--- src/rtl/core/dmm_pkg.sv ---
`default_nettype none

package dmm_pkg;

   // sizes
   localparam int MAX_DIM_DEFAULT = 8;
   localparam int ELEM_WIDTH      = 16;
   localparam int DIM_W           = 4;
   localparam int CNT_W           = 7;
   localparam int PROD_W          = 35;
   localparam int IDX_OUT_W       = 3;
   localparam int CSR_IDX_W       = 2;

   // register indexes
   localparam logic [CSR_IDX_W-1:0] CSR_ROWS_A    = 2'd0;
   localparam logic [CSR_IDX_W-1:0] CSR_INNER_DIM = 2'd1;
   localparam logic [CSR_IDX_W-1:0] CSR_COLS_C    = 2'd2;

   localparam logic [DIM_W-1:0] DIM_RESET = 4'd8;

   typedef struct packed {
      logic                         func;
      logic signed [ELEM_WIDTH-1:0] element;
   } dmm_req_type;

   typedef struct packed {
      logic signed [PROD_W-1:0] product_value;
      logic [IDX_OUT_W-1:0]     out_row;
      logic [IDX_OUT_W-1:0]     out_col;
      logic                     last;
   } dmm_rsp_type;

   // matrix sizes after clamping
   typedef struct packed {
      logic [DIM_W-1:0] nr;
      logic [DIM_W-1:0] nk;
      logic [DIM_W-1:0] nc;
   } dmm_dims_type;

endpackage

`default_nettype wire

--- src/rtl/core/dmm_ram.sv ---
`default_nettype none

module dmm_ram #(
   parameter int DEPTH  = dmm_pkg::MAX_DIM_DEFAULT * dmm_pkg::MAX_DIM_DEFAULT,
   parameter int ADDR_W = (DEPTH > 1) ? $clog2(DEPTH) : 1,
   parameter int DATA_W = dmm_pkg::ELEM_WIDTH
) (
   input  wire logic              clock,
   input  wire logic              we,
   input  wire logic [ADDR_W-1:0] waddr,
   input  wire logic [DATA_W-1:0] wdata,
   input  wire logic              re,
   input  wire logic [ADDR_W-1:0] raddr,
   output logic      [DATA_W-1:0] rdata
);

   logic [DATA_W-1:0] mem [DEPTH];
   logic [DATA_W-1:0] rdata_ff;

   always_ff @(posedge clock) begin
      if (we) begin
         mem[waddr] <= wdata;
      end
   end

   always_ff @(posedge clock) begin
      if (re) begin
         rdata_ff <= mem[raddr];
      end
   end

   assign rdata = rdata_ff;

endmodule

`default_nettype wire

--- src/rtl/core/dmm_engine.sv ---
`default_nettype none

module dmm_engine #(
   parameter int MAX_DIM = dmm_pkg::MAX_DIM_DEFAULT,
   parameter int DEPTH   = MAX_DIM * MAX_DIM,
   parameter int ADDR_W  = (DEPTH > 1) ? $clog2(DEPTH) : 1
) (
   input  wire logic                          clock,
   input  wire logic                          reset,
   input  wire logic                          start,
   input  wire dmm_pkg::dmm_dims_type         dims,
   output logic                               busy,
   output logic                               rd_en,
   output logic [ADDR_W-1:0]                  a_raddr,
   output logic [ADDR_W-1:0]                  b_raddr,
   input  wire logic [dmm_pkg::ELEM_WIDTH-1:0] a_rdata,
   input  wire logic [dmm_pkg::ELEM_WIDTH-1:0] b_rdata,
   output logic                               rsp_valid,
   input  wire logic                          rsp_stall,
   output dmm_pkg::dmm_rsp_type               rsp_data
);

   import dmm_pkg::*;

   localparam int IDX_W = (MAX_DIM > 1) ? $clog2(MAX_DIM) : 1;
   localparam int MUL_W = 2 * ELEM_WIDTH;

   typedef enum logic [3:0] {
      ST_IDLE  = 4'b0001,
      ST_READ  = 4'b0010,
      ST_FLUSH = 4'b0100,
      ST_SEND  = 4'b1000
   } dmm_state_type;

   dmm_state_type state_ff, state_in;
   logic [IDX_W-1:0] i_ff, i_in, j_ff, j_in, k_ff, k_in;
   logic rd_vld_ff, rd_vld_in, rd_last_ff, rd_last_in;
   logic mul_vld_ff, mul_vld_in, mul_last_ff, mul_last_in;
   logic done_ff, done_in;
   logic signed [MUL_W-1:0]  prod_ff, prod_in;
   logic signed [PROD_W-1:0] acc_ff, acc_in;
   logic rsp_valid_ff, rsp_valid_in;
   dmm_rsp_type rsp_data_ff, rsp_data_in;

   logic k_last, j_last, i_last, out_free;

   assign k_last   = (DIM_W'(k_ff) == dims.nk - DIM_W'(1));
   assign j_last   = (DIM_W'(j_ff) == dims.nc - DIM_W'(1));
   assign i_last   = (DIM_W'(i_ff) == dims.nr - DIM_W'(1));
   assign out_free = !rsp_valid_ff || !rsp_stall;

   // row-major store addresses
   assign a_raddr = ADDR_W'(CNT_W'(i_ff) * CNT_W'(dims.nk) + CNT_W'(k_ff));
   assign b_raddr = ADDR_W'(CNT_W'(k_ff) * CNT_W'(dims.nc) + CNT_W'(j_ff));

   always_comb begin
      state_in     = state_ff;
      i_in         = i_ff;
      j_in         = j_ff;
      k_in         = k_ff;
      rd_en        = 1'b0;
      rd_vld_in    = 1'b0;
      rd_last_in   = 1'b0;
      mul_vld_in   = rd_vld_ff;
      mul_last_in  = rd_last_ff;
      prod_in      = $signed(a_rdata) * $signed(b_rdata);
      done_in      = done_ff;
      acc_in       = acc_ff;
      rsp_valid_in = rsp_valid_ff && rsp_stall;
      rsp_data_in  = rsp_data_ff;

      if (mul_vld_ff) begin
         acc_in = acc_ff + PROD_W'(prod_ff);
         if (mul_last_ff) begin
            done_in = 1'b1;
         end
      end

      unique case (state_ff)
         ST_IDLE: begin
            if (start) begin
               i_in     = '0;
               j_in     = '0;
               k_in     = '0;
               acc_in   = '0;
               state_in = ST_READ;
            end
         end
         ST_READ: begin
            rd_en      = 1'b1;
            rd_vld_in  = 1'b1;
            rd_last_in = k_last;
            if (k_last) begin
               k_in     = '0;
               state_in = ST_FLUSH;
            end else begin
               k_in = k_ff + IDX_W'(1);
            end
         end
         ST_FLUSH: begin
            if (done_ff) begin
               done_in  = 1'b0;
               state_in = ST_SEND;
            end
         end
         ST_SEND: begin
            if (out_free) begin
               rsp_valid_in              = 1'b1;
               rsp_data_in.product_value = acc_ff;
               rsp_data_in.out_row       = IDX_OUT_W'(i_ff);
               rsp_data_in.out_col       = IDX_OUT_W'(j_ff);
               rsp_data_in.last          = i_last && j_last;
               acc_in                    = '0;
               if (i_last && j_last) begin
                  state_in = ST_IDLE;
               end else begin
                  if (j_last) begin
                     j_in = '0;
                     i_in = i_ff + IDX_W'(1);
                  end else begin
                     j_in = j_ff + IDX_W'(1);
                  end
                  state_in = ST_READ;
               end
            end
         end
         default: begin
            state_in = ST_IDLE;
         end
      endcase
   end

   always_ff @(posedge clock) begin
      if (reset) begin
         state_ff     <= ST_IDLE;
         rd_vld_ff    <= 1'b0;
         mul_vld_ff   <= 1'b0;
         done_ff      <= 1'b0;
         rsp_valid_ff <= 1'b0;
      end else begin
         state_ff     <= state_in;
         rd_vld_ff    <= rd_vld_in;
         mul_vld_ff   <= mul_vld_in;
         done_ff      <= done_in;
         rsp_valid_ff <= rsp_valid_in;
      end
   end

   always_ff @(posedge clock) begin
      i_ff        <= i_in;
      j_ff        <= j_in;
      k_ff        <= k_in;
      rd_last_ff  <= rd_last_in;
      mul_last_ff <= mul_last_in;
      prod_ff     <= prod_in;
      acc_ff      <= acc_in;
      rsp_data_ff <= rsp_data_in;
   end

   assign busy      = (state_ff != ST_IDLE);
   assign rsp_valid = rsp_valid_ff;
   assign rsp_data  = rsp_data_ff;

endmodule

`default_nettype wire

--- src/rtl/core/dense_matrix_multiply_top.sv ---
// Dense matrix multiply C = A x B on signed Q8.8 elements, giving exact signed
// Q19.16 results. Set rows_a, inner_dim and cols_c (register indexes 0, 1, 2;
// 0 acts as 1, above MAX_DIM acts as MAX_DIM) while the block is idle, then
// send A in row-major order (func 0) followed by B in row-major order
// (func 1). The load of the final B element starts a burst of rows_a * cols_c
// results in row-major order, each tagged with its row and column, the final
// one flagged last. During the burst req_stall is high; each C element is
// summed by the single multiply-accumulate unit that reads one A and one B
// entry per cycle while summing, from the two element stores, and a result is
// held while rsp_stall is high. Extra A loads beyond rows_a * inner_dim are
// dropped until the next burst, and A entries not reloaded keep their older
// contents. Store entries never written read back undefined.

`default_nettype none

module dense_matrix_multiply_top #(
   parameter int MAX_DIM = dmm_pkg::MAX_DIM_DEFAULT
) (
   input  wire logic                            clock,
   input  wire logic                            reset,
   input  wire logic                            req_valid,
   output logic                                 req_stall,
   input  wire dmm_pkg::dmm_req_type            req_data,
   output logic                                 rsp_valid,
   input  wire logic                            rsp_stall,
   output dmm_pkg::dmm_rsp_type                 rsp_data,
   input  wire logic                            csr_we,
   input  wire logic [dmm_pkg::CSR_IDX_W-1:0]   csr_index,
   input  wire logic [dmm_pkg::DIM_W-1:0]       csr_wdata
);

   import dmm_pkg::*;

   localparam int DEPTH  = MAX_DIM * MAX_DIM;
   localparam int ADDR_W = (DEPTH > 1) ? $clog2(DEPTH) : 1;

   // configuration registers, raw as written
   logic [DIM_W-1:0] rows_a_ff, rows_a_in;
   logic [DIM_W-1:0] inner_dim_ff, inner_dim_in;
   logic [DIM_W-1:0] cols_c_ff, cols_c_in;

   // load positions in the two stores
   logic [CNT_W-1:0] a_cnt_ff, a_cnt_in;
   logic [CNT_W-1:0] b_cnt_ff, b_cnt_in;

   dmm_dims_type dims;
   logic [CNT_W-1:0] a_lim, b_lim;
   logic accept, a_load, b_load, a_we, b_we, fire, busy, rd_en;
   logic [ADDR_W-1:0] a_raddr, b_raddr;
   logic [ELEM_WIDTH-1:0] a_rdata, b_rdata;

   function automatic logic [DIM_W-1:0] clamp_dim(input logic [DIM_W-1:0] v);
      logic [DIM_W-1:0] r;
      r = v;
      if (v == '0) begin
         r = DIM_W'(1);
      end else if (v > DIM_W'(MAX_DIM)) begin
         r = DIM_W'(MAX_DIM);
      end
      return r;
   endfunction

   assign dims.nr = clamp_dim(rows_a_ff);
   assign dims.nk = clamp_dim(inner_dim_ff);
   assign dims.nc = clamp_dim(cols_c_ff);

   // number of elements in A and in B
   assign a_lim = CNT_W'(dims.nr) * CNT_W'(dims.nk);
   assign b_lim = CNT_W'(dims.nk) * CNT_W'(dims.nc);

   // loads wait while a burst is being worked out
   assign req_stall = busy;
   assign accept    = req_valid && !req_stall;
   assign a_load    = accept && !req_data.func;
   assign b_load    = accept && req_data.func;
   assign a_we      = a_load && (a_cnt_ff < a_lim);
   assign b_we      = b_load && (b_cnt_ff < b_lim);

   // burst fires on the final B element, or at once if B is already full
   assign fire = b_load && ((b_cnt_ff + CNT_W'(1)) >= b_lim);

   always_comb begin
      rows_a_in    = rows_a_ff;
      inner_dim_in = inner_dim_ff;
      cols_c_in    = cols_c_ff;
      if (csr_we) begin
         unique case (csr_index)
            CSR_ROWS_A:    rows_a_in    = csr_wdata;
            CSR_INNER_DIM: inner_dim_in = csr_wdata;
            CSR_COLS_C:    cols_c_in    = csr_wdata;
            default:       ;
         endcase
      end
   end

   always_comb begin
      a_cnt_in = a_cnt_ff;
      b_cnt_in = b_cnt_ff;
      if (a_we) begin
         a_cnt_in = a_cnt_ff + CNT_W'(1);
      end
      if (b_we) begin
         b_cnt_in = b_cnt_ff + CNT_W'(1);
      end
      // both counts restart with every burst
      if (fire) begin
         a_cnt_in = '0;
         b_cnt_in = '0;
      end
   end

   always_ff @(posedge clock) begin
      if (reset) begin
         rows_a_ff    <= DIM_RESET;
         inner_dim_ff <= DIM_RESET;
         cols_c_ff    <= DIM_RESET;
         a_cnt_ff     <= '0;
         b_cnt_ff     <= '0;
      end else begin
         rows_a_ff    <= rows_a_in;
         inner_dim_ff <= inner_dim_in;
         cols_c_ff    <= cols_c_in;
         a_cnt_ff     <= a_cnt_in;
         b_cnt_ff     <= b_cnt_in;
      end
   end

   // element store for A
   dmm_ram #(
      .DEPTH  (DEPTH),
      .ADDR_W (ADDR_W),
      .DATA_W (ELEM_WIDTH)
   ) u_a_ram (
      .clock (clock),
      .we    (a_we),
      .waddr (a_cnt_ff[ADDR_W-1:0]),
      .wdata (req_data.element),
      .re    (rd_en),
      .raddr (a_raddr),
      .rdata (a_rdata)
   );

   // element store for B
   dmm_ram #(
      .DEPTH  (DEPTH),
      .ADDR_W (ADDR_W),
      .DATA_W (ELEM_WIDTH)
   ) u_b_ram (
      .clock (clock),
      .we    (b_we),
      .waddr (b_cnt_ff[ADDR_W-1:0]),
      .wdata (req_data.element),
      .re    (rd_en),
      .raddr (b_raddr),
      .rdata (b_rdata)
   );

   // sequencer, multiply-accumulate and output register
   dmm_engine #(
      .MAX_DIM (MAX_DIM),
      .DEPTH   (DEPTH),
      .ADDR_W  (ADDR_W)
   ) u_engine (
      .clock     (clock),
      .reset     (reset),
      .start     (fire),
      .dims      (dims),
      .busy      (busy),
      .rd_en     (rd_en),
      .a_raddr   (a_raddr),
      .b_raddr   (b_raddr),
      .a_rdata   (a_rdata),
      .b_rdata   (b_rdata),
      .rsp_valid (rsp_valid),
      .rsp_stall (rsp_stall),
      .rsp_data  (rsp_data)
   );

endmodule

`default_nettype wire

--- config.mk ---
export PLATFORM = sky130hd
export DESIGN_NAME = dense_matrix_multiply_top
export DESIGN_NICKNAME = d
export VERILOG_FILES = /design/src/rtl/core/dmm_pkg.sv /design/src/rtl/core/dmm_ram.sv /design/src/rtl/core/dmm_engine.sv /design/src/rtl/core/dense_matrix_multiply_top.sv
export SDC_FILE = /design/constraint.sdc
export NUM_CORES = 2
export LEC_CHECK = 0
export ABC_AREA = 1
export ABC_CLOCK_PERIOD_IN_PS = 9600
export BUFFER_PORTS_ARGS = -buffer_cell sky130_fd_sc_hd__buf_2
export CAP_MARGIN = 20
export CELL_PAD_IN_SITES_DETAIL_PLACEMENT = 0
export CELL_PAD_IN_SITES_GLOBAL_PLACEMENT = 1
export CORE_ASPECT_RATIO = 2
export CORE_MARGIN = 1.5
export CORE_UTILIZATION = 34
export CTS_BUF_LIST = sky130_fd_sc_hd__clkbuf_8
export DETAILED_ROUTE_END_ITERATION = 6
export MAX_ROUTING_LAYER = met4
export PLACE_DENSITY = 0.56
export RECOVER_POWER = 50
export SYNTH_ARGS = -nofsm -noshare
export SYNTH_HDL_FRONTEND = slang
export SYNTH_HIERARCHICAL = 1
export SYNTH_SLANG_ARGS = --single-unit
--- constraint.sdc ---
create_clock -name clock -period 9.6 [get_ports clock]
set_input_delay 0.96 -clock clock [delete_from_list [all_inputs] [get_ports clock]]
set_output_delay 0.96 -clock clock [all_outputs]
set_load 0.01 [all_outputs]
## Word level (Yosys, flattened, before mapping)

Memory sizes are Yosys's and may differ from the RTL's. A register that Yosys moved wholly into a read port is not among the register bits.
Cells that the tools add are included.

| word-level totals | value |
|---|---|
| logic and storage cells | 127 |
| bits in writable memories | 2,048 |
| register bits | 154 |
| output and inout bits | 44 |
| input port bits | 28 |
| memories | 2 |

Memory list:

| name | words | bits a word | rd ports | clocked after memory_dff | wr ports | RTL line | RTL |
|---|---|---|---|---|---|---|---|
| u_a_ram.mem | 64 | 16 | 1 | 1 | 1 | dmm_ram.sv:17 | `logic [DATA_W-1:0] mem [DEPTH];` |
| u_b_ram.mem | 64 | 16 | 1 | 1 | 1 | dmm_ram.sv:17 |  |

| operators by class | value |
|---|---|
| mux-type cells | 38 |
| $add $sub $neg | 11 |
| eq/ne operators | 16 |
| order comparisons | 6 |
| multiply operators | 5 |
| reductions and logical operators | 28 |

Operators by type and width:

| cell | count |
|---|---|
| 35-bit 2-to-1 mux | 3 |
| 35-bit case mux with 2 select lines | 1 |
| 4-bit 2-to-1 mux | 10 |
| 35-bit by 32-bit adder with 35-bit output | 1 |
| 16-bit by 16-bit multiplier with 32-bit output | 1 |
| 3-bit 2-to-1 mux | 8 |
| 3-bit case mux with 2 select lines | 3 |
| 4-bit case mux with 4 select lines | 1 |
| 7-bit by 1-bit adder with 7-bit output, second input constant | 2 |
| 7-bit less-than comparator | 2 |
| 4-bit by 4-bit multiplier with 7-bit output | 2 |
| 6-bit by 3-bit adder with 6-bit output | 2 |
| 3-bit by 4-bit equality test with 1-bit output | 3 |
| 4-bit greater-than comparator, second input constant | 3 |
| 4-bit zero test | 3 |
| 3-bit by 4-bit multiplier with 6-bit output | 2 |
| 4-bit by 1-bit subtractor with 4-bit output, second input constant | 3 |
| 1-bit 2-to-1 mux | 11 |
| 2-bit AND reduction | 5 |
| 3-bit by 1-bit adder with 3-bit output, second input constant | 3 |
| 1-bit logical AND | 8 |
| 2-bit by 1-bit inequality test with 1-bit output, second input constant | 4 |
| 4-bit AND reduction | 2 |
| 7-bit >= comparator | 1 |
| 15 further kinds | 20 |

## Logic depth before layout (Yosys ltp)

| depth | value |
|---|---|
| depth after elaboration | 9 |
| mapped depth | 29 |
| mapped depth without buffers | 28 |

## Modules after synthesis

The synthesis kept the hierarchy.

By module, submodules not included:

| module | area an instance (um^2) | sequential area each (um^2) | instances | cells an instance |
|---|---|---|---|---|
| dmm_ram | 42,259.3 | 31,230.0 | 2 | 3,517 |
| dmm_engine | 17,775.8 | 3,072.9 | 1 | 2,261 |
| dense_matrix_multiply_top | 2,613.8 | 520.5 | 1 | 371 |

## Worst setup path after synthesis

Ideal clock, no wire load.

| timing | value |
|---|---|
| kind | register to register |
| start point | register inner_dim_ff[3] |
| end point | memory u_a_ram/mem[48][0] (netlist bit), enable pin |
| path slack | 3,052 ps |
| arrival | 6,118 ps |
| cell stages (with the launch flop) | 21 |
| path buffers | 2 |
| data required time | 9,169 ps |
| period minus slack after synthesis | 6,548 ps |
| path through | dfxtp_1 -> buf_4 -> nor2_1 -> nand2_1 -> fa_1 -> inv_1 -> fa_1 -> inv_1 -> fa_1 -> o21ai_0 -> a21oi_1 -> xor2_1 -> ha_1 -> nand2_1 -> nor2_1 -> a211oi_2 -> nand3_2 -> inv_1 -> clkbuf_1 -> nand4_1 -> nor4_1 |

RTL lines:

| what | RTL line | RTL |
|---|---|---|
| start: declaration | dense_matrix_multiply_top.sv:39 | `logic [DIM_W-1:0] inner_dim_ff, inner_dim_in;` |
| start signal: assignment | dense_matrix_multiply_top.sv:121 | `inner_dim_ff <= inner_dim_in;` |
| end: declaration | dmm_ram.sv:17 |  |

## Worst setup path after layout

| timing | value |
|---|---|
| start point | input port req_data[2] (netlist bit) |
| end point | memory u_a_ram/mem[34][2] (netlist bit), data pin |

RTL lines:

| what | RTL line | RTL |
|---|---|---|
| start: declaration | dense_matrix_multiply_top.sv:23 | `input wire dmm_pkg::dmm_req_type req_data,` |

Straight into the memory's write port.

==> metrics.csv <==
stage,metric,value,unit
outcome,outcome,"complete, but fails checks",
outcome,failing checks,"capacitance limit, slew limit",
placement,hpwl dp,225000,µm
timing,Final Worst Setup Slack,2.84,ns
worst_setup_path,Crit Path Category,input pin to register,
worst_setup_path,CP max stage cell,clkbuf_1,
synthesis,post-synthesis sequential area ratio,0.630,
final_layout,layout cells sized above 1,0.0788,
timing,RSZ-0062 raised after global routing,false,
timing,Slew Limit Headroom,-2.64,
floorplan,Top Ports,72,
global_route,first-pass GRT wire length,492000,µm
worst_setup_path,Worst EP arrival,7.13,ns
clock_tree,Worst-path clk slew,0.06,ns
synthesis,top_reg_cell synth,edfxtp_1,
synthesis,Synth area leaders,"edfxtp_1 (61%), nand2_1 (11%), nand3_1 (8.7%)",
synthesis,Ys Warns,6,
timing,"Setup violations, final",0,
detailed_routing,DRT antenna net count,0,
timing,Pins Over Slew Limit,2186,
floorplan,Site Rows,288,
clock_tree,hold buffers post-CTS,0,
global_route,largest net degree at the start of global routing,213,
detailed_routing,Detailed Route Iter0 Violations,3964,
timing,Period minus WS final,6.76,ns
clock_tree,CTS Buf Count,338,
floorplan,Die Y,789,µm
clock_tree,Resize count post-CTS,0,
timing,Layout Skew,0.127,ns
final_layout,Layout fillers,30300,
worst_setup_path,critical path startpoint category,input pin,
detailed_routing,detailed-route via count,70200,
min_path,class of the worst hold path,input pin to register,
clock_tree,clk sinks,2234,
worst_setup_path,FF-to-FF path depth,19,
final_layout,fin cells,14100,
synthesis,Post-synth EDFFs,2131,
timing,f_max,148,MHz
worst_setup_path,Bufs and invs on worst path,3,
worst_setup_path,Levels on crit path,3,
synthesis,#FFs+latches synth,2234,
detailed_routing,routed length per instance,24.2,µm
clock_tree,Post CTS Setup Buffer Count,0,
synthesis,async set or reset register ratio after synthesis,0,
synthesis,top cell type by total area after synthesis,edfxtp_1,
clock_tree,H-Tree Depth,5,
power_and_ir_drop,Max VDD drop,0.358,mV
placement,dpl ws,2.94,ns
timing,period utilization,0.704,
synthesis,Synth Instances,9666,
final_layout,multi-input combinational cell area,33200,µm²
worst_setup_path,CP Capture Type,register,
timing,setup TNS,0,ns
global_route,GR Overflow Total,0,
final_layout,area occupied by registers,66100,µm²
placement,GP Congestion,0.919,
placement,placed insts,13500,
worst_setup_path,CP peak stage delay,2.24,ns
synthesis,mean area per synthesized cell,10.9,µm²
global_route,Total GRT Usage,0.223,
worst_setup_path,critical-path maximum fanout,48,
final_layout,P&R area growth vs syn,10.0,%
worst_setup_path,Worst EP required,9.97,ns
floorplan,initial core utilization,0.341,
floorplan,Die W,396,µm
worst_setup_path,"Largest delay share family, worst path",buffers and inverters,
floorplan,DIE AREA,312000,µm²
clock_tree,CTS tree,done,
worst_setup_path,Most common cell on crit path,clkbuf_1,
power_and_ir_drop,power density cells,293,nW/µm²
synthesis,share of the synthesized area in the top cell type,0.610,
worst_setup_path,worst-path cell chain,"clkbuf_1, clkbuf_1, clkbuf_1",
placement,port bufs,71,
global_route,initial antenna violation count,6,
clock_tree,Clock Root Buffer,clkbuf_8,
detailed_routing,drt pass-1 iters,7,
detailed_routing,DR DRC count,0,
synthesis,syn nets,10200,
clock_tree,worst skew pair latency,1.04,ns
global_route,vias in the first global route,72400,
final_layout,Final #Nets,10300,
floorplan,core box area,307000,µm²
clock_tree,Clock Path Buffers,4,
power_and_ir_drop,P_leak,45.0,nW
synthesis,most frequent cell after synthesis,nand2_1,
timing,Worst Tran Pin Value,5.46,ns
timing,"Hold Vio Cnt, Final",0,
min_path,hold depth,3,
detailed_routing,final WL,342000,µm
synthesis,Post-synth top cells,"nand2_1 (3152), edfxtp_1 (2131), nand3_1 (1826)",
flow_run,max cap viols,42,
synthesis,Netlist cell types,51,
detailed_routing,Vias per Instance,4.97,
synthesis,mapped cell area,105000,µm²
-- worst register-to-register path: stages, from the launching register on --
cell,delay (ns)
dfxtp_1,0.45
nor2_1,0.57
nand2_1,0.16
fa_1,0.52
inv_1,0.06
fa_1,0.59
inv_1,0.08
fa_1,0.45
o21ai_0,0.18
a21oi_1,0.10
xor2_1,0.18
ha_1,0.31
nand2_1,0.10
nor2_1,0.06
a211oi_2,0.43
nand3_2,0.24
inv_1,0.37
nand4_1,0.70
nor4_2,0.40
buf_4,0.32
-- final timing paths --
kind	endpoint	startpoint	slack [ns]
min	u_engine/rsp_valid$_SDFF_PP0_	rsp_stall	0.23
min reg2reg	u_engine/mul_last_ff$_DFF_P_	u_engine/mul_last_in$_SDFF_PN0_	0.33
max reg2reg	u_a_ram/mem[54][2]$_DFFE_PP_	inner_dim_ff[3]$_SDFFE_PP1P_	3.01
max	u_a_ram/mem[34][2]$_DFFE_PP_	req_data[2]	2.84
-- registers in the layout, indices dropped and copies added (netlist names), 3 cells and up --
| signal | cells |
|---|---|
| u_a_ram/mem | 1024 |
| u_b_ram/mem | 1024 |
| u_engine/rsp_data | 42 |
| u_engine/acc_ff | 35 |
| u_engine/prod_ff | 32 |
| u_a_ram/rdata | 16 |
| u_b_ram/rdata | 16 |
| a_cnt_ff | 7 |
| b_cnt_ff | 7 |
| cols_c_ff | 4 |
| inner_dim_ff | 4 |
| rows_a_ff | 4 |
| u_engine/state_ff | 4 |
| u_engine/i_ff | 3 |
| u_engine/j_ff | 3 |
| u_engine/k_ff | 3 |
-- power breakdown --
group	internal (mW)	total [mW]	switching, mW	leakage, nW
logic	4.34	15.0	10.7	21.6
registers	11.0	11.2	0.219	20.0
clock network	3.64	7.48	3.84	3.45
total	19.0	33.8	14.8	45.0
-- cell families after synthesis --
family                     Yosys count  synth area share
buffers and inverters             1256            0.0566
adders and majority gates          459            0.0747
AOI/OAI and AO/OA                  247            0.0134
and+or+nand+nor                   5391             0.219
xor gates and xnor gates            79           0.00660
DFF                               2234             0.630
-- cells in the final DEF (no fill, tap or decap), types with 10 or more instances in the layout --
cell	synthesis	routed
a21oi_1	114	114
nand2_1	3152	3152
xnor2_1	33	33
dfxtp_1	103	102
nor3_1	15	16
buf_2	228	38
o21ai_0	60	60
nand2_2	16	16
nand4_1	46	46
clkinv_2	0	46
inv_2	15	11
o21ai_1	16	16
clkbuf_1	120	58
nor2_1	266	262
nand3_1	1826	1826
or2_2	11	11
edfxtp_1	2131	2131
nor2_2	13	17
buf_4	40	193
inv_1	714	791
bufinv_16	0	10
nor4_2	2	18
clkinv_1	0	105
clkbuf_8	0	347
ha_1	180	176
o211ai_1	18	18
o21bai_1	12	12
fa_1	279	277
xor2_1	46	40
-- final cells by class --
class                           instances  area share
Clock buffer                          347      0.0414
Multi-Input combinational cell       6176       0.287
Clock inverter                        258      0.0121
Tap cell                             4060      0.0440
Sequential cell                      2234       0.572
Antenna cell                            7    0.000152
Timing Repair Buffer                  305      0.0185
Inverter                              732      0.0243
-- per-stage QoR --
| stage | area, µm² | utilization | hold WS [ns] | total power [mW] |
|---|---|---|---|---|
| floorplan | 105000 | - | 0.310 | 21.3 |
| global placement | 109000 | 0.356 | 0.315 | 26.7 |
| detailed placement | 109000 | 0.356 | 0.318 | 26.8 |
| CTS | 116000 | 0.376 | 0.127 | 34.3 |
| global route | 115000 | 0.376 | 0.200 | 36.0 |
| finish | 115000 | 0.376 | 0.227 | 33.8 |
-- metal layers --
metal  track usage  vias up  share of wire
li1              -    32900              -
met2         0.414     1672           0.55
met4         0.161        0          0.085
met1         0.211    34800           0.34
met3        0.0233      785          0.034
met5             -        -              0
Power figures use the tool's default switching activity.
